$ cat config.mk
export PLATFORM = sky130hd
export DESIGN_NAME = expression_language_tokenizer_top
export DESIGN_NICKNAME = d
export VERILOG_FILES = /design/src/rtl/core/eltok_pkg.sv /design/src/rtl/core/expression_language_tokenizer_top.sv /design/src/rtl/core/eltok_scan.sv /design/src/rtl/core/eltok_queue.sv
export SDC_FILE = /design/constraint.sdc
export NUM_CORES = 1
export LEC_CHECK = 0
export ABC_AREA = 1
export BUFFER_PORTS_ARGS = -buffer_cell sky130_fd_sc_hd__buf_2
export CAP_MARGIN = 20
export CORE_MARGIN = 2
export CORE_UTILIZATION = 62
export DETAILED_ROUTE_END_ITERATION = 7
export PLACE_DENSITY_LB_ADDON = 0.08
export SYNTH_ARGS = -nofsm -noshare
export SYNTH_HDL_FRONTEND = slang
export SYNTH_HIERARCHICAL = 1
export SYNTH_SLANG_ARGS = --single-unit
$ cat constraint.sdc
create_clock -name clk -period 6.6 [get_ports clk]
set_input_delay 0 -clock clk [delete_from_list [all_inputs] [get_ports clk]]
set_output_delay 0 -clock clk [all_outputs]
set_load 0.005 [all_outputs]
$ cat src/rtl/core/eltok_pkg.sv
// shared types, constants and character classes for the expression tokenizer
// no dependencies
package eltok_pkg;

  localparam int KIND_W      = 4;
  localparam int START_W     = 16;
  localparam int LEN_W       = 6;
  localparam int QUEUE_DEPTH = 4;

  localparam logic [LEN_W-1:0] EOF_LENGTH = LEN_W'(3);
  localparam logic [LEN_W-1:0] OP_LENGTH  = LEN_W'(1);

  localparam logic [7:0] CHAR_NUL        = 8'h00;
  localparam logic [7:0] CHAR_NEWLINE    = 8'h0A;
  localparam logic [7:0] CHAR_SPACE      = 8'h20;
  localparam logic [7:0] CHAR_TAB        = 8'h09;
  localparam logic [7:0] CHAR_CR         = 8'h0D;
  localparam logic [7:0] CHAR_PLUS       = 8'h2B;
  localparam logic [7:0] CHAR_MINUS      = 8'h2D;
  localparam logic [7:0] CHAR_STAR       = 8'h2A;
  localparam logic [7:0] CHAR_SLASH      = 8'h2F;
  localparam logic [7:0] CHAR_EQUAL      = 8'h3D;
  localparam logic [7:0] CHAR_SEMI       = 8'h3B;
  localparam logic [7:0] CHAR_LPAREN     = 8'h28;
  localparam logic [7:0] CHAR_RPAREN     = 8'h29;
  localparam logic [7:0] CHAR_UNDERSCORE = 8'h5F;

  localparam int PRINT_LEN = 5;
  localparam int LET_LEN   = 3;
  localparam logic [7:0] WORD_PRINT [PRINT_LEN] = '{8'h70, 8'h72, 8'h69, 8'h6E, 8'h74};
  localparam logic [7:0] WORD_LET   [LET_LEN]   = '{8'h6C, 8'h65, 8'h74};

  typedef enum logic [KIND_W-1:0] {
    KIND_INT    = 4'd0,
    KIND_IDENT  = 4'd1,
    KIND_PLUS   = 4'd2,
    KIND_MINUS  = 4'd3,
    KIND_STAR   = 4'd4,
    KIND_SLASH  = 4'd5,
    KIND_EQUAL  = 4'd6,
    KIND_SEMI   = 4'd7,
    KIND_LPAREN = 4'd8,
    KIND_RPAREN = 4'd9,
    KIND_PRINT  = 4'd10,
    KIND_LET    = 4'd11,
    KIND_EOF    = 4'd12,
    KIND_ERROR  = 4'd13
  } token_kind_t;

  typedef struct packed {
    token_kind_t        kind;
    logic [START_W-1:0] start;
    logic [LEN_W-1:0]   length;
    logic               last;
  } token_t;

  typedef struct packed {
    logic [1:0] count;
    token_t     tok0;
    token_t     tok1;
  } token_push_t;

  function automatic logic is_digit(input logic [7:0] c);
    return (c >= 8'h30) && (c <= 8'h39);
  endfunction

  function automatic logic is_alpha(input logic [7:0] c);
    return ((c >= 8'h61) && (c <= 8'h7A)) || ((c >= 8'h41) && (c <= 8'h5A));
  endfunction

  function automatic logic is_space(input logic [7:0] c);
    return (c == CHAR_SPACE) || ((c >= CHAR_TAB) && (c <= CHAR_CR));
  endfunction

  function automatic token_kind_t op_kind(input logic [7:0] c);
    token_kind_t k;
    case (c)
      CHAR_PLUS:   k = KIND_PLUS;
      CHAR_MINUS:  k = KIND_MINUS;
      CHAR_STAR:   k = KIND_STAR;
      CHAR_EQUAL:  k = KIND_EQUAL;
      CHAR_SEMI:   k = KIND_SEMI;
      CHAR_LPAREN: k = KIND_LPAREN;
      CHAR_RPAREN: k = KIND_RPAREN;
      default:     k = KIND_ERROR;
    endcase
    return k;
  endfunction

endpackage

$ cat src/rtl/core/expression_language_tokenizer_top.sv
// top level of the streaming expression tokenizer
// depends on eltok_pkg, eltok_scan and eltok_queue
//
// Takes one source byte per transfer and returns tokens (kind, start offset, length, last
// flag) as they complete. A byte is taken every cycle while the result queue has room;
// a byte that both closes a pending token and forms one of its own yields two tokens,
// and the single-transfer output side gives them one at a time, so the input slows to
// match while results wait. A byte's first token passes through the input register,
// then the result queue. The byte scan is one shallow step per cycle unless stalled.
module expression_language_tokenizer_top import eltok_pkg::*; #(
  parameter int OFFSET_BITS = 16,
  parameter int MAX_LEXEME  = 63
) (
  input  logic               clk,
  input  logic               rst,
  input  logic               in_valid,
  output logic               in_stall,
  input  logic [7:0]         source_char,
  output logic               out_valid,
  input  logic               out_stall,
  output logic [KIND_W-1:0]  token_kind,
  output logic [START_W-1:0] token_start,
  output logic [LEN_W-1:0]   token_length,
  output logic               run_last
);

  token_push_t push;
  token_t      head;
  logic        room;

  eltok_scan #(
    .OFFSET_BITS (OFFSET_BITS),
    .MAX_LEXEME  (MAX_LEXEME)
  ) u_scan (
    .clk         (clk),
    .rst         (rst),
    .in_valid    (in_valid),
    .source_char (source_char),
    .in_stall    (in_stall),
    .room        (room),
    .push        (push)
  );

  eltok_queue u_queue (
    .clk       (clk),
    .rst       (rst),
    .push      (push),
    .room      (room),
    .out_valid (out_valid),
    .out_stall (out_stall),
    .head      (head)
  );

  assign token_kind   = head.kind;
  assign token_start  = head.start;
  assign token_length = head.length;
  assign run_last     = head.last;

endmodule

$ cat src/rtl/core/eltok_scan.sv
// input register, scan state and per-character token logic
// depends on eltok_pkg
module eltok_scan import eltok_pkg::*; #(
  parameter int OFFSET_BITS = 16,
  parameter int MAX_LEXEME  = 63
) (
  input  logic        clk,
  input  logic        rst,
  input  logic        in_valid,
  input  logic [7:0]  source_char,
  output logic        in_stall,
  input  logic        room,
  output token_push_t push
);

  localparam int RUN_W = $clog2(MAX_LEXEME + 1);
  localparam logic [RUN_W-1:0] RUN_MAX = RUN_W'(MAX_LEXEME);
  localparam logic [RUN_W-1:0] RUN_ONE = RUN_W'(1);
  localparam logic [RUN_W-1:0] RUN_PRINT = RUN_W'(PRINT_LEN);
  localparam logic [RUN_W-1:0] RUN_LET = RUN_W'(LET_LEN);

  typedef enum logic [2:0] {
    MODE_IDLE    = 3'd0,
    MODE_INT     = 3'd1,
    MODE_IDENT   = 3'd2,
    MODE_SLASH   = 3'd3,
    MODE_COMMENT = 3'd4
  } mode_t;

  mode_t                  mode, mode_next;
  logic [OFFSET_BITS-1:0] token_begin, token_begin_next;
  logic [RUN_W-1:0]       run_count, run_count_next;
  logic [OFFSET_BITS-1:0] char_offset, char_offset_next;
  logic [1:0]             keyword_hope, keyword_hope_next;
  logic                   in_full;
  logic [7:0]             in_char;

  logic             process;
  logic             consumed;
  logic             close_valid, new_valid;
  token_t           close_tok, new_tok;
  logic [1:0]       hope_cont;
  logic [RUN_W-1:0] run_up;
  logic             ident_char;

  assign process  = in_full && room;
  assign in_stall = in_full && !room;

  assign ident_char = is_alpha(in_char) || is_digit(in_char) || (in_char == CHAR_UNDERSCORE);
  assign run_up = (run_count < RUN_MAX) ? run_count + RUN_ONE : run_count;

  // keyword candidates surviving one more identifier character
  always_comb begin
    hope_cont[0] = keyword_hope[0] && (run_count < RUN_PRINT)
                   && (in_char == WORD_PRINT[run_count[2:0]]);
    hope_cont[1] = keyword_hope[1] && (run_count < RUN_LET)
                   && (in_char == WORD_LET[run_count[1:0]]);
  end

  always_comb begin
    mode_next         = mode;
    token_begin_next  = token_begin;
    run_count_next    = run_count;
    keyword_hope_next = keyword_hope;
    char_offset_next  = (char_offset != '1) ? char_offset + OFFSET_BITS'(1) : char_offset;
    consumed          = 1'b0;
    close_valid       = 1'b0;
    close_tok.kind    = KIND_INT;
    close_tok.start   = START_W'(token_begin);
    close_tok.length  = LEN_W'(run_count);
    close_tok.last    = 1'b0;
    new_valid         = 1'b0;
    new_tok.kind      = op_kind(in_char);
    new_tok.start     = START_W'(char_offset);
    new_tok.length    = OP_LENGTH;
    new_tok.last      = 1'b1;

    // close or continue the pending token
    case (mode)
      MODE_INT: begin
        if (is_digit(in_char)) begin
          run_count_next = run_up;
          consumed = 1'b1;
        end else begin
          close_valid = 1'b1;
          mode_next = MODE_IDLE;
        end
      end
      MODE_IDENT: begin
        if (ident_char) begin
          keyword_hope_next = hope_cont;
          run_count_next = run_up;
          consumed = 1'b1;
        end else begin
          close_valid = 1'b1;
          mode_next = MODE_IDLE;
          if ((run_count == RUN_PRINT) && keyword_hope[0]) begin
            close_tok.kind = KIND_PRINT;
          end else if ((run_count == RUN_LET) && keyword_hope[1]) begin
            close_tok.kind = KIND_LET;
          end else begin
            close_tok.kind = KIND_IDENT;
          end
        end
      end
      MODE_SLASH: begin
        if (in_char == CHAR_SLASH) begin
          mode_next = MODE_COMMENT;
          consumed = 1'b1;
        end else begin
          close_valid = 1'b1;
          close_tok.kind = KIND_SLASH;
          close_tok.length = OP_LENGTH;
          mode_next = MODE_IDLE;
        end
      end
      MODE_COMMENT: begin
        mode_next = MODE_IDLE;
        if (in_char != CHAR_NUL) begin
          consumed = 1'b1;
          if (in_char != CHAR_NEWLINE) begin
            mode_next = MODE_COMMENT;
          end
        end
      end
      default: begin
        mode_next = MODE_IDLE;
      end
    endcase

    // start of a new token from this character
    if (!consumed) begin
      if (in_char == CHAR_NUL) begin
        new_valid         = 1'b1;
        new_tok.kind      = KIND_EOF;
        new_tok.length    = EOF_LENGTH;
        mode_next         = MODE_IDLE;
        token_begin_next  = '0;
        run_count_next    = '0;
        char_offset_next  = '0;
        keyword_hope_next = 2'b11;
      end else if (is_space(in_char)) begin
        mode_next = mode_next;
      end else if (is_digit(in_char)) begin
        mode_next        = MODE_INT;
        token_begin_next = char_offset;
        run_count_next   = RUN_ONE;
      end else if (is_alpha(in_char) || (in_char == CHAR_UNDERSCORE)) begin
        mode_next            = MODE_IDENT;
        token_begin_next     = char_offset;
        run_count_next       = RUN_ONE;
        keyword_hope_next[0] = (in_char == WORD_PRINT[0]);
        keyword_hope_next[1] = (in_char == WORD_LET[0]);
      end else if (in_char == CHAR_SLASH) begin
        mode_next        = MODE_SLASH;
        token_begin_next = char_offset;
      end else begin
        new_valid = 1'b1;
      end
    end
  end

  always_comb begin
    push.count = 2'd0;
    push.tok0  = new_tok;
    push.tok1  = new_tok;
    if (process) begin
      push.count = {1'b0, close_valid} + {1'b0, new_valid};
      if (close_valid) begin
        push.tok0      = close_tok;
        push.tok0.last = !new_valid;
      end
    end
  end

  always_ff @(posedge clk) begin
    if (rst) begin
      mode         <= MODE_IDLE;
      token_begin  <= '0;
      run_count    <= '0;
      char_offset  <= '0;
      keyword_hope <= 2'b11;
      in_full      <= 1'b0;
    end else begin
      if (process) begin
        mode         <= mode_next;
        token_begin  <= token_begin_next;
        run_count    <= run_count_next;
        char_offset  <= char_offset_next;
        keyword_hope <= keyword_hope_next;
      end
      if (in_valid && !in_stall) begin
        in_full <= 1'b1;
      end else if (process) begin
        in_full <= 1'b0;
      end
    end
  end

  always_ff @(posedge clk) begin
    if (in_valid && !in_stall) begin
      in_char <= source_char;
    end
  end

endmodule

$ cat src/rtl/core/eltok_queue.sv
// result queue taking up to two tokens per cycle and giving one per transfer
// depends on eltok_pkg
module eltok_queue import eltok_pkg::*; (
  input  logic        clk,
  input  logic        rst,
  input  token_push_t push,
  output logic        room,
  output logic        out_valid,
  input  logic        out_stall,
  output token_t      head
);

  localparam int PTR_W = $clog2(QUEUE_DEPTH);
  localparam int CNT_W = $clog2(QUEUE_DEPTH + 1);

  token_t             entries [QUEUE_DEPTH];
  logic [PTR_W-1:0]   rd_ptr, wr_ptr, wr_ptr_plus;
  logic [CNT_W-1:0]   count, count_next;
  logic               pop;

  assign out_valid   = (count != '0);
  assign pop         = out_valid && !out_stall;
  assign room        = (count <= CNT_W'(QUEUE_DEPTH - 2));
  assign head        = entries[rd_ptr];
  assign wr_ptr_plus = wr_ptr + PTR_W'(1);
  assign count_next  = count + CNT_W'(push.count) - CNT_W'(pop);

  always_ff @(posedge clk) begin
    if (rst) begin
      rd_ptr <= '0;
      wr_ptr <= '0;
      count  <= '0;
    end else begin
      count  <= count_next;
      wr_ptr <= wr_ptr + PTR_W'(push.count);
      if (pop) begin
        rd_ptr <= rd_ptr + PTR_W'(1);
      end
    end
  end

  always_ff @(posedge clk) begin
    if (push.count != 2'd0) begin
      entries[wr_ptr] <= push.tok0;
    end
    if (push.count == 2'd2) begin
      entries[wr_ptr_plus] <= push.tok1;
    end
  end

endmodule

## Word level (Yosys, flattened, before mapping)

Memory sizes are Yosys's and may differ from the RTL's. A register that Yosys moved wholly into a read port is not among the register bits.
Cells that the tools add are included.
W data, S select, Z words.

| word-level totals | value |
|---|---|
| bits in registers | 59 |
| RAM bits | 108 |
| memory bits (read-only) | 64 |
| input port bits | 12 |
| output and inout bits | 29 |
| memories | 2 |

| operators by class | value |
|---|---|
| add/subtract/negate cells | 8 |
| magnitude comparators | 14 |
| equal/unequal tests | 24 |
| muxes and demuxes | 77 |
| bitwise logic cells | 3 |
| reductions and logical operators | 30 |

Memories:

| memory | words | width | rd ports | clocked after Yosys merged registers in | write ports | RTL line | source |
|---|---|---|---|---|---|---|---|
| u_queue.entries | 4 | 27 | 1 | 1 | 2 | eltok_queue.sv:16 | `token_t entries [QUEUE_DEPTH];` |
| (name not given) | 8 | 8 | 1 | 0 | 0 | eltok_scan.sv:55 | `&& (in_char == WORD_PRINT[run_count[2:0]]);` |

Operator list:

| kind | number |
|---|---|
| $mux W16 | 8 |
| $eq A8 B6 Y1 const B | 9 |
| $mux W6 | 11 |
| $mux W3 | 12 |
| $mux W8 | 4 |
| $mux W29 | 1 |
| $pmux W4 S7 | 1 |
| $mux W27 | 1 |
| $eq A8 B7 Y1 const B | 3 |
| $mux W2 | 10 |
| $mux W4 | 5 |
| $mux W1 | 18 |
| $add A16 B1 Y16 const B | 1 |
| $bmux W8 S2 | 1 |
| $eq A8 B8 Y1 | 2 |
| $ge A8 B7 Y1 const B | 2 |
| $le A8 B7 Y1 const B | 2 |
| $ne A16 B16 Y1 const B | 1 |
| $logic_and A1 B1 Y1 | 14 |
| $pmux W3 S4 | 1 |
| $pmux W6 S2 | 1 |
| $ge A8 B4 Y1 const B | 1 |
| $ge A8 B6 Y1 const B | 1 |
| $le A8 B4 Y1 const B | 1 |
| 35 further kinds | 45 |

## Depth between registers and ports, before layout

Gate-level depths: netlist of the first run.

| logic depth | value |
|---|---|
| depth in word-level cells | 15 |
| gate-level depth with buffers | 21 |
| gate-level depth less buffers | 21 |

## Cells and area by module

The synthesis of the first run kept the hierarchy.

Modules (own cells, without submodules):

| module | instances | cells an instance | area each (um^2) |
|---|---|---|---|
| eltok_queue | 1 | 592 | 6003.3 |
| eltok_scan | 1 | 564 | 3651.0 |

## Least setup slack after synthesis of the first run

No wires, ideal clock.

| timing | value |
|---|---|
| path type | register to register |
| from | register u_scan.in_char[4] |
| to | memory u_queue/entries[0][0] (netlist name) (enable) |
| library setup time | 0.453 ns |
| arrival | 4.228 ns |
| slack | 1.919 ns |
| cell stages (with the launch flop) | 14 |
| buffers on the path | 0 |
| cell sequence | edfxtp_1 -> inv_2 -> nand2_1 -> nor2_2 -> nand2_1 -> nor2_2 -> nor2_8 -> nand3_4 -> nor3_1 -> ha_1 -> inv_1 -> nor2_1 -> nor2_1 -> o31ai_1 |

RTL lines:

| element | RTL line | source |
|---|---|---|
| start, declared | eltok_scan.sv:36 | `logic [7:0] in_char;` |
| start signal, assigned | eltok_scan.sv:202 | `in_char <= source_char;` |
| end, declared | eltok_queue.sv:16 |  |

==> out/metrics.cfg, run 1 <==
[floorplanning]
core_um2 = 15200
start_util_pct = 63.5
fp.dieH_um = 129
dieArea_um2 = 16600
ios = 41
die_x_um = 129
rows = 45

[worst_setup_path]
rrSetupSlack_ns = 2.42
critPathLaunchType = flop
path_cells = nor2_1 -> nand3_1 -> nand2_1 -> inv_1 -> nand2_2 -> nand2_2 -> nand2_4 -> nand3_4 -> nor3_1 -> ha_1 -> nand2_1 -> inv_1 -> inv_2 -> nor2_8 -> nand3_4 -> o31ai_4 -> buf_4
timing.rr.end = u_queue/entries[0][8]$_DFFE_PP_
cp.arrival_ns = 4.29
slowest_delay_ns = 0.57
end_kind = flop
cp_slowest_cell = nand3_4
worstPathRequired_ns = 6.70
crit_fanout = 55
worst-setup-path-type = flop to flop
r2r-start = u_scan/in_char[2]$_DFFE_PP_
r2r_cells = 17

[timing]
setup_tns_ns = 0
post-route-period-util_pct = 63.4
worst_pin_slew_ns = 0.857
fin_skew_ns = 0.00820
finalHoldViolCount = 0
drv_slew = 0
hold_ws_ns = 0.282
grt_setup_unrepaired = false
period_minus_slack_ns = 4.18
max_slew_margin_pct = 42.8
setup_viol = 0
fmax_ghz = 0.239

[finish]
nets = 1199
final_common_cell = nand2_1
drive_gt1_share_pct = 15.7
fillers = 1236
antenna_cells = 0
final_util_pct = 68.6
final_cell_mix = nand2_1, nor2_1, edfxtp_1
design_area_um2 = 10400
area_growth_pct = 8.02

[power]
leakage_nw = 3.93
ir_drop_uv = 187
powerDensity_nw_per_um2 = 263

[detailed_routing]
drt-initial-drc-count = 1081
firstDrtPassIters = 6
ant_nets = 0
wl_per_cell_um = 16.8
via_per_inst = 5.74
drc = 0
route.vias.total = 7903
routed_wl_mm = 23.1

[logic_synthesis]
yosys_warnings = 6
yosysSeqAreaShare_pct = 47.1
synth_cell_types = 38
synth_cells = 1156
synth_area_per_cell_um2 = 8.35
synth_seq_cells = 169
async_flop_share_pct = 0
synth_area_um2 = 9650
synth_ff_type = edfxtp_1
synth-edff-count = 116

[placement]
hpwl_mm = 15.5
place_area_um2 = 9750
port-buffer-count = 40
place.gp.congestion = 0.951

[global_route]
grt_pass1_wl_mm = 36.5
grt_max_degree = 56
antenna_found_initial = 0
grt_pass1_vias = 7158
grt_overflow = 0
grtUsageTotal_pct = 28.5

[clock_tree]
clk_latency_ns = 0.43
post_cts_buffers = 0
clk_path_buf_depth = 2
cts_tree = yes
cts_buffers = 17
root_buffer = clkbuf_16
clk_pin_slew_ns = 0.06
cts_htree_levels = 4
clkSinkCount = 169

[min_path]
hold_class = input pin to flop
hold_depth = 2
holdPathEnd = u_scan/in_char[5]$_DFFE_PP_
worstHoldStart = source_char[5]

[job]
maxCapViolCount = 0

[run_status]
status = finished, final reports clean

[synth_stat cells (2+ instances only)]
cell type / n / area, um^2
a21oi_1: 37 / 185
a21oi_2: 11 / 96.3
buf_1: 2 / 7.51
buf_2: 13 / 65.1
buf_4: 7 / 52.6
buf_6: 24 / 270
clkbuf_1: 15 / 56.3
conb_1: 2 / 7.51
dfxtp_1: 53 / 1060
edfxtp_1: 116 / 3480
ha_1: 11 / 138
inv_1: 102 / 383
inv_2: 7 / 26.3
nand2_1: 257 / 965
nand2_2: 7 / 43.8
nand2_4: 4 / 45.0
nand3_1: 45 / 225
nand3_2: 2 / 20.0
nand3_4: 5 / 87.6
nand3b_1: 4 / 30.0
nand4_1: 11 / 68.8
nor2_1: 135 / 507
nor2_2: 2 / 12.5
nor2_4: 5 / 56.3
nor2_8: 3 / 60.1
nor3_1: 12 / 60.1
o211ai_1: 2 / 15.0
o21ai_0: 83 / 415
o21ai_1: 74 / 370
o21ai_2: 57 / 499
o22ai_1: 27 / 169
o31ai_1: 4 / 30.0
or2_2: 3 / 18.8
xor2_1: 10 / 87.6
[worst max-delay path: cells and delay by family (launching register included)]
kind	cells	cell delay, ns
AND/OR/NAND/NOR	11	2.00
AO/OA/AOI/OAI	1	0.40
flip-flops	1	0.52
buffers and inverters	4	0.74
adder cells (fa/ha/maj)	1	0.18
[timing repair]
action | CTS | global route
hold buffers | 11 | 0
endpoints found under the hold margin | 17 | 0
resized for setup | 0 | 0
[routing by layer]
layer / global-route usage, % / up-vias / share of wire [%]
met5: 0 / - / 0
met4: 8.50 / 0 / 1.4
met3: 5.07 / 29 / 7.3
met2: 46.2 / 293 / 47
met1: 39.3 / 3649 / 44
li1: - / 3932 / -
[through the flow]
stage / setup WS [ns] / std cells / power, W
finish: 2.42 / 1376 / 0.00274
global route: 2.03 / 1376 / 0.00287
CTS: 2.43 / 1376 / 0.00275
detailed placement: 2.43 / 1333 / 0.00179
global placement: 2.57 / 1333 / 0.00179
floorplan: 1.92 / 1160 / 0.00162
[area by class of cell]
type | count | area (um^2) | area share, %
flip-flops and latches | 169 | 4540 | 43.6
multi-input cells | 820 | 4320 | 41.4
clock buffers | 17 | 425 | 4.08
inverters | 110 | 413 | 3.96
repair buffers | 57 | 355 | 3.41
well taps | 188 | 235 | 2.26
clock inverters | 15 | 140 | 1.34
[logic make-up (layout without fill, tap and decap cells)]
kind of cell               after synthesis  count (layout)  share of synthesized area (%)
and+or+nand+nor                        497             497                           22.9
AOI/OAI and AO/OA                      295             295                           18.4
buffers and inverters                  171             199                           8.96
DFF                                    169             169                           47.1
adders and majority gates               12              12                           1.63
xor gates and xnor gates                10              10                          0.907
other                                    2               6                         0.0778
[registers in the layout, indices dropped and copies added (netlist names), named ones only]
register             cells
u_scan/keyword_hope      2
u_scan/token_begin      16
u_scan/in_full           1
u_queue/entries        108
u_scan/mode              3
u_queue/count            3
u_queue/wr_ptr           2
u_scan/char_offset      16
u_queue/rd_ptr           2
u_scan/in_char           8
u_scan/run_count         6
[worst max path at each step]
stage | cells past startpoint | slack, ns | startpoint | to
2_1_floorplan | 13 | 1.92 | u_scan/in_char[4]$_DFFE_PP_ | u_queue/entries[0][0]$_DFFE_PP_
3_3_place_gp | 17 | 2.57 | u_scan/in_char[2]$_DFFE_PP_ | u_queue/entries[0][4]$_DFFE_PP_
3_5_place_dp | 17 | 2.43 | u_scan/in_char[2]$_DFFE_PP_ | u_queue/entries[0][3]$_DFFE_PP_
4_1_cts | 17 | 2.43 | u_scan/in_char[2]$_DFFE_PP_ | u_queue/entries[0][2]$_DFFE_PP_
5_1_grt | 17 | 2.03 | u_scan/in_char[2]$_DFFE_PP_ | u_queue/entries[0][2]$_DFFE_PP_
6_report | 17 | 2.42 | u_scan/in_char[2]$_DFFE_PP_ | u_queue/entries[0][8]$_DFFE_PP_
[where the power goes]
group | internal [W] | total, W | switching (W)
Clock | 0.000527 | 0.000963 | 0.000436
Sequential | 0.00120 | 0.00124 | 0.0000401
Combinational | 0.000183 | 0.000539 | 0.000356
Note: power is estimated with default switching activity, not from simulation.
==> run 2, diff against run 1 <==
Settings changed: ABC_AREA 1 to 0.
Clock period 6.6 ns to 4.21 ns, I/O delays scaled along.
==> run 2 against run 1 <==
Compared with the run above: non-clock buffer count increased by 21; critical endpoint is now u_queue/entries[0][17]$_DFFE_PP_; highest routed layer unchanged; clock skew fell by 0.0014 ns; core utilization rose by 3.1 points; via count down 21%; clock power is 75% higher.
==> out/metrics.cfg, run 2 <==
[logic_synthesis]
yosys.area.top_type = edfxtp_1
synth_area_per_cell_um2 = 12.7
yosysSeqAreaShare_pct = 49.2
synthDominantCellAreaShare_pct = 37.7
yosys_warnings = 6
synth_seq_cells = 169
async_flop_share_pct = 0
synth_cell_types = 83
synth-edff-count = 116
synth.most_common_cell = mux2_2
synth_ff_type = edfxtp_1
synth_common_cells = mux2_2, edfxtp_1, dfxtp_1
synth_area_leaders = edfxtp_1, mux2_2, dfxtp_1
synth_area_um2 = 9240
synth_cells = 726

[clock_tree]
clk_path_buf_depth = 2
cts_buffers = 17
cts_htree_levels = 4
clkSinkCount = 169
root_buffer = clkbuf_16
clk_pin_slew_ns = 0.06
clk_latency_ns = 0.43
cts_tree = yes

[detailed_routing]
routed_wl_mm = 21.2
drc = 0
wl_per_cell_um = 21.6
via_per_inst = 6.36
firstDrtPassIters = 7
route.vias.total = 6221
ant_nets = 0
drt-initial-drc-count = 716

[power]
ir_drop_uv = 252
leakage_nw = 3.65
p_total_w = 0.00443
sw_frac_of_total_pct = 26.1
netSwitchingPower_w = 0.00116
pwr-share-seq_pct = 43.9
powerDensity_nw_per_um2 = 425
comb_power_share_pct = 18.0
p_int_w = 0.00328
p_clk_share_pct = 38.0

[timing]
drv_slew = 0
fin_skew_ns = 0.00682
hold_ws_ns = 0.154
post-route-period-util_pct = 90.0
finalHoldViolCount = 0
fmax_ghz = 0.264
worst_pin_slew_ns = 0.848
max_slew_margin_pct = 43.3
period_minus_slack_ns = 3.79
grt_setup_unrepaired = false
setup_tns_ns = 0
setup_ws_ns = 0.422
setup_viol = 0

[finish]
fillers = 983
final_common_cell = mux2_2
multiInputGateArea_um2 = 4360
regMostFlops = u_queue/entries
biggestRegsByFlops = u_queue/entries x108, u_scan/char_offset x16, u_scan/token_begin x16
largest_reg_flops = 108
final_util_pct = 71.7
final_cell_mix = mux2_2, edfxtp_1, dfxtp_1
area_growth_pct = 12.8
drive_gt1_share_pct = 37.4
antenna_cells = 0
seq_area_um2 = 4550
nets = 805

[placement]
port-buffer-count = 40
place.gp.congestion = 0.864
place_ws_ns = 0.446
hpwl_mm = 13.8

[run_status]
status = finished, final reports clean

[global_route]
antenna_found_initial = 0
grt_pass1_wl_mm = 34.2
grt_pass1_vias = 6476
grt_overflow = 0
grt_max_degree = 37
grtUsageTotal_pct = 27.6

[floorplanning]
start_util_pct = 63.6
ios = 41
fp.dieH_um = 126
dieArea_um2 = 15900
die_x_um = 126
rows = 44
core_um2 = 14500

[worst_setup_path]
crit_fanout = 13
end_kind = flop
cp.arrival_ns = 3.96
worstPathRequired_ns = 4.39
critPathLaunchType = flop
worst-setup-path-type = flop to flop

[job]
maxCapViolCount = 0

[min_path]
hold_class = input pin to flop

## run 2: what timing repair did
action | in CTS | in global routing
endpoints found under the setup margin | 0 | 0
resized for setup | 0 | 0
hold buffers | 10 | 0
buffers inserted | 0 | 0
endpoints found under the hold margin | 13 | 0
## run 2: cell families (layout without fill, tap and decap cells)
kind of cell	count (synthesis)	count (layout)	synth area share, %
AND/OR/NAND/NOR	184	184	11.9
flip-flops	169	169	49.2
multiplexers	155	155	22.2
AO/OA/AOI/OAI	113	113	8.90
buffers and inverters	68	132	3.85
XOR/XNOR	22	22	2.09
adder cells (fa/ha/maj)	13	13	1.81
other	2	6	0.0813
## run 2: final cells by class
class                           instances  share of cell area (%)
Clock buffer                           19                    4.35
Tap cell                              184                    2.21
Timing Repair Buffer                   78                    5.38
Inverter                               22                   0.792
Multi-Input combinational cell        493                    41.8
Sequential cell                       169                    43.6
Clock inverter                         13                    1.82
## run 2: power groups by stage
stage / combinational (W) / sequential (W) / clock, W
6_report: 0.000800 / 0.00195 / 0.00169
5_1_grt: 0.000875 / 0.00196 / 0.00178
4_1_cts: 0.000742 / 0.00200 / 0.00170
3_5_place_dp: 0.000729 / 0.00203 / 0
3_3_place_gp: 0.000716 / 0.00203 / 0
2_1_floorplan: 0.000567 / 0.00194 / 0
## run 2: through the flow
step	cell area, um^2	std cells
floorplan	9260	730
global placement	9660	935
detailed placement	9660	935
CTS	10400	977
global route	10400	978
finish	10400	978
## run 2: critical path, cell delays in order, from the launching register on
cell and delay, ns:
edfxtp_1 0.44, or4_1 0.54, or4_4 0.51, o21ai_4 0.14
nor2_4 0.07, and4_1 0.21, ha_1 0.27, and3_1 0.31
and2b_1 0.26, nand3_4 0.24, buf_12 0.19, mux2_2 0.34
## run 2: routing by layer
metal	vias up	wire length, um	global-route usage (%)
met2	215	10600	46.6
li1	2897	-	-
met1	3081	9120	36.5
met3	28	1140	4.72
met5	-	0	0
met4	0	313	8.86
## run 2: final timing paths
path / slack (ns) / depth (start not counted) / from / to
worst max-delay path: 0.42 / 11 / u_scan/in_char[4]$_DFFE_PP_ / u_queue/entries[0][17]$_DFFE_PP_
worst min-delay path: 0.15 / 3 / rst / u_queue/wr_ptr[1]$_SDFF_PP0_
worst max register to register: 0.42 / 11 / u_scan/in_char[4]$_DFFE_PP_ / u_queue/entries[0][17]$_DFFE_PP_
worst min register to register: 0.46 / 2 / u_scan/token_begin[5]$_SDFFE_PP0P_ / u_scan/token_begin[5]$_SDFFE_PP0P_
==> run 3, diff against run 2 <==
Settings changed: CORE_UTILIZATION 62 to 54.
==> run 3 against run 2 <==
Compared with the run above: sequential power is essentially flat; critical path depth shrank 1; fmax shrank 3.1%; via count shrank 0.90%; non-clock buffer count shrank 9; sequential share of layout area grew 0.56 points; count of clock-buffer cells in the layout grew 3; worst hold slack gained 0.022 ns; clock skew shrank 0.00063 ns; core utilization shrank 9.9 points; routed wire length shrank 1.2%; highest routed layer unchanged.
==> out/metrics.cfg, run 3 (synthesis results as in run 2) <==
[run_status]
status = finished, final reports clean

[finish]
largest_reg_flops = 108
final_cells = 1005
biggestRegsByFlops = u_queue/entries x108, u_scan/char_offset x16, u_scan/token_begin x16
final_util_pct = 61.8
fillers = 1299
regMostFlops = u_queue/entries
drive_gt1_share_pct = 36.6
final_common_cell = mux2_2
antenna_cells = 0
area_growth_pct = 11.4
final_cell_mix = mux2_2, edfxtp_1, dfxtp_1
nets = 796

[clock_tree]
clkSinkCount = 169
cts_buffers = 17
clk_pin_slew_ns = 0.06
root_buffer = clkbuf_16
cts_tree = yes
clk_latency_ns = 0.43
clk_path_buf_depth = 2
post_cts_buffers = 0
cts_htree_levels = 4

[timing]
setup_ws_ns = 0.301
period_minus_slack_ns = 3.91
grt_setup_unrepaired = false
worst_pin_slew_ns = 0.876
post-route-period-util_pct = 92.8
setup_tns_ns = 0
max_slew_margin_pct = 41.6
finalHoldViolCount = 0
fin_skew_ns = 0.00619
hold_ws_ns = 0.176
fmax_ghz = 0.256
setup_viol = 0
drv_slew = 0

[detailed_routing]
via_per_inst = 6.13
drc = 0
firstDrtPassIters = 5
routed_wl_mm = 20.9
drt-initial-drc-count = 412
route.vias.total = 6165
ant_nets = 0
wl_per_cell_um = 20.8

[floorplanning]
die_x_um = 135
start_util_pct = 55.5
fp.dieH_um = 135
core_um2 = 16600
rows = 47
dieArea_um2 = 18200
ios = 41

[global_route]
use_met3_pct = 3.90
groute.layer.met1.usage_pct = 33.3
grt_max_degree = 38
grt_pass1_wl_mm = 33.0
grt_pass1_vias = 6087
grt_overflow = 0
use_met2_pct = 39.3
antenna_found_initial = 0
busiest_layer = met2
grtUsageTotal_pct = 24.1

[job]
maxCapViolCount = 0

[worst_setup_path]
cp.arrival_ns = 4.08
worst-setup-path-type = flop to flop
critPathLaunchType = flop
crit_fanout = 27
end_kind = flop
worstPathRequired_ns = 4.38

[placement]
hpwl_mm = 13.7
placed_cells = 962
port-buffer-count = 40
place.gp.congestion = 0.906
place_ws_ns = 0.309

[min_path]
hold_class = input pin to flop

[power]
ir_drop_uv = 308
powerDensity_nw_per_um2 = 410
leakage_nw = 3.56

[run 3: path summary, 6_finish.rpt]
path | startpoint | endpoint | slack, ns | cells past startpoint
worst min-delay path | rst | u_queue/wr_ptr[1]$_SDFF_PP0_ | 0.18 | 2
worst max-delay path | u_scan/in_char[5]$_DFFE_PP_ | u_queue/entries[0][25]$_DFFE_PP_ | 0.30 | 10
worst min register to register | u_scan/token_begin[15]$_SDFFE_PP0P_ | u_scan/token_begin[15]$_SDFFE_PP0P_ | 0.46 | 2
worst max register to register | u_scan/in_char[5]$_DFFE_PP_ | u_queue/entries[0][25]$_DFFE_PP_ | 0.30 | 10
[run 3: repair_timing]
action                                 CTS  global route
hold buffers                            10             0
endpoints found under the hold margin   13             0
gates resized for setup                  0             0
setup endpoints to repair                0             0
[run 3: metal layers]
metal | part of all wire [%] | wire, um
met5 | 0 | 0
met3 | 5.1 | 1070
met2 | 48 | 10100
met4 | 1.5 | 319
met1 | 45 | 9420
[run 3: metrics by stage]
step / total power [W] / area (um^2)
6_report: 0.00422 / 10300
5_1_grt: 0.00441 / 10300
4_1_cts: 0.00424 / 10300
3_5_place_dp: 0.00275 / 9610
3_3_place_gp: 0.00273 / 9610
2_1_floorplan: 0.00251 / 9260
[run 3: final cells by class]
| cell class | count | area [um^2] | area share [%] |
|---|---|---|---|
| flip-flops and latches | 169 | 4550 | 44.2 |
| well taps | 220 | 275 | 2.67 |
| repair buffers | 69 | 468 | 4.55 |
| clock inverters | 10 | 95.1 | 0.924 |
| clock buffers | 22 | 464 | 4.51 |
| multi-input cells | 493 | 4360 | 42.4 |
| inverters | 22 | 82.6 | 0.802 |
[run 3: power breakdown]
part / internal [W] / switching (W)
Clock: 0.000848 / 0.000644
Sequential: 0.00187 / 0.0000884
Combinational: 0.000363 / 0.000403
Total: 0.00308 / 0.00113
[run 3: worst max-delay path: stages (launching register included)]
cell,delay [ns]
edfxtp_1,0.50
or4_1,0.54
or4_4,0.50
o21ai_4,0.14
nor2_4,0.07
and4_1,0.20
ha_1,0.26
and3_1,0.26
and2b_1,0.29
nand3_4,0.40
mux2_1,0.47
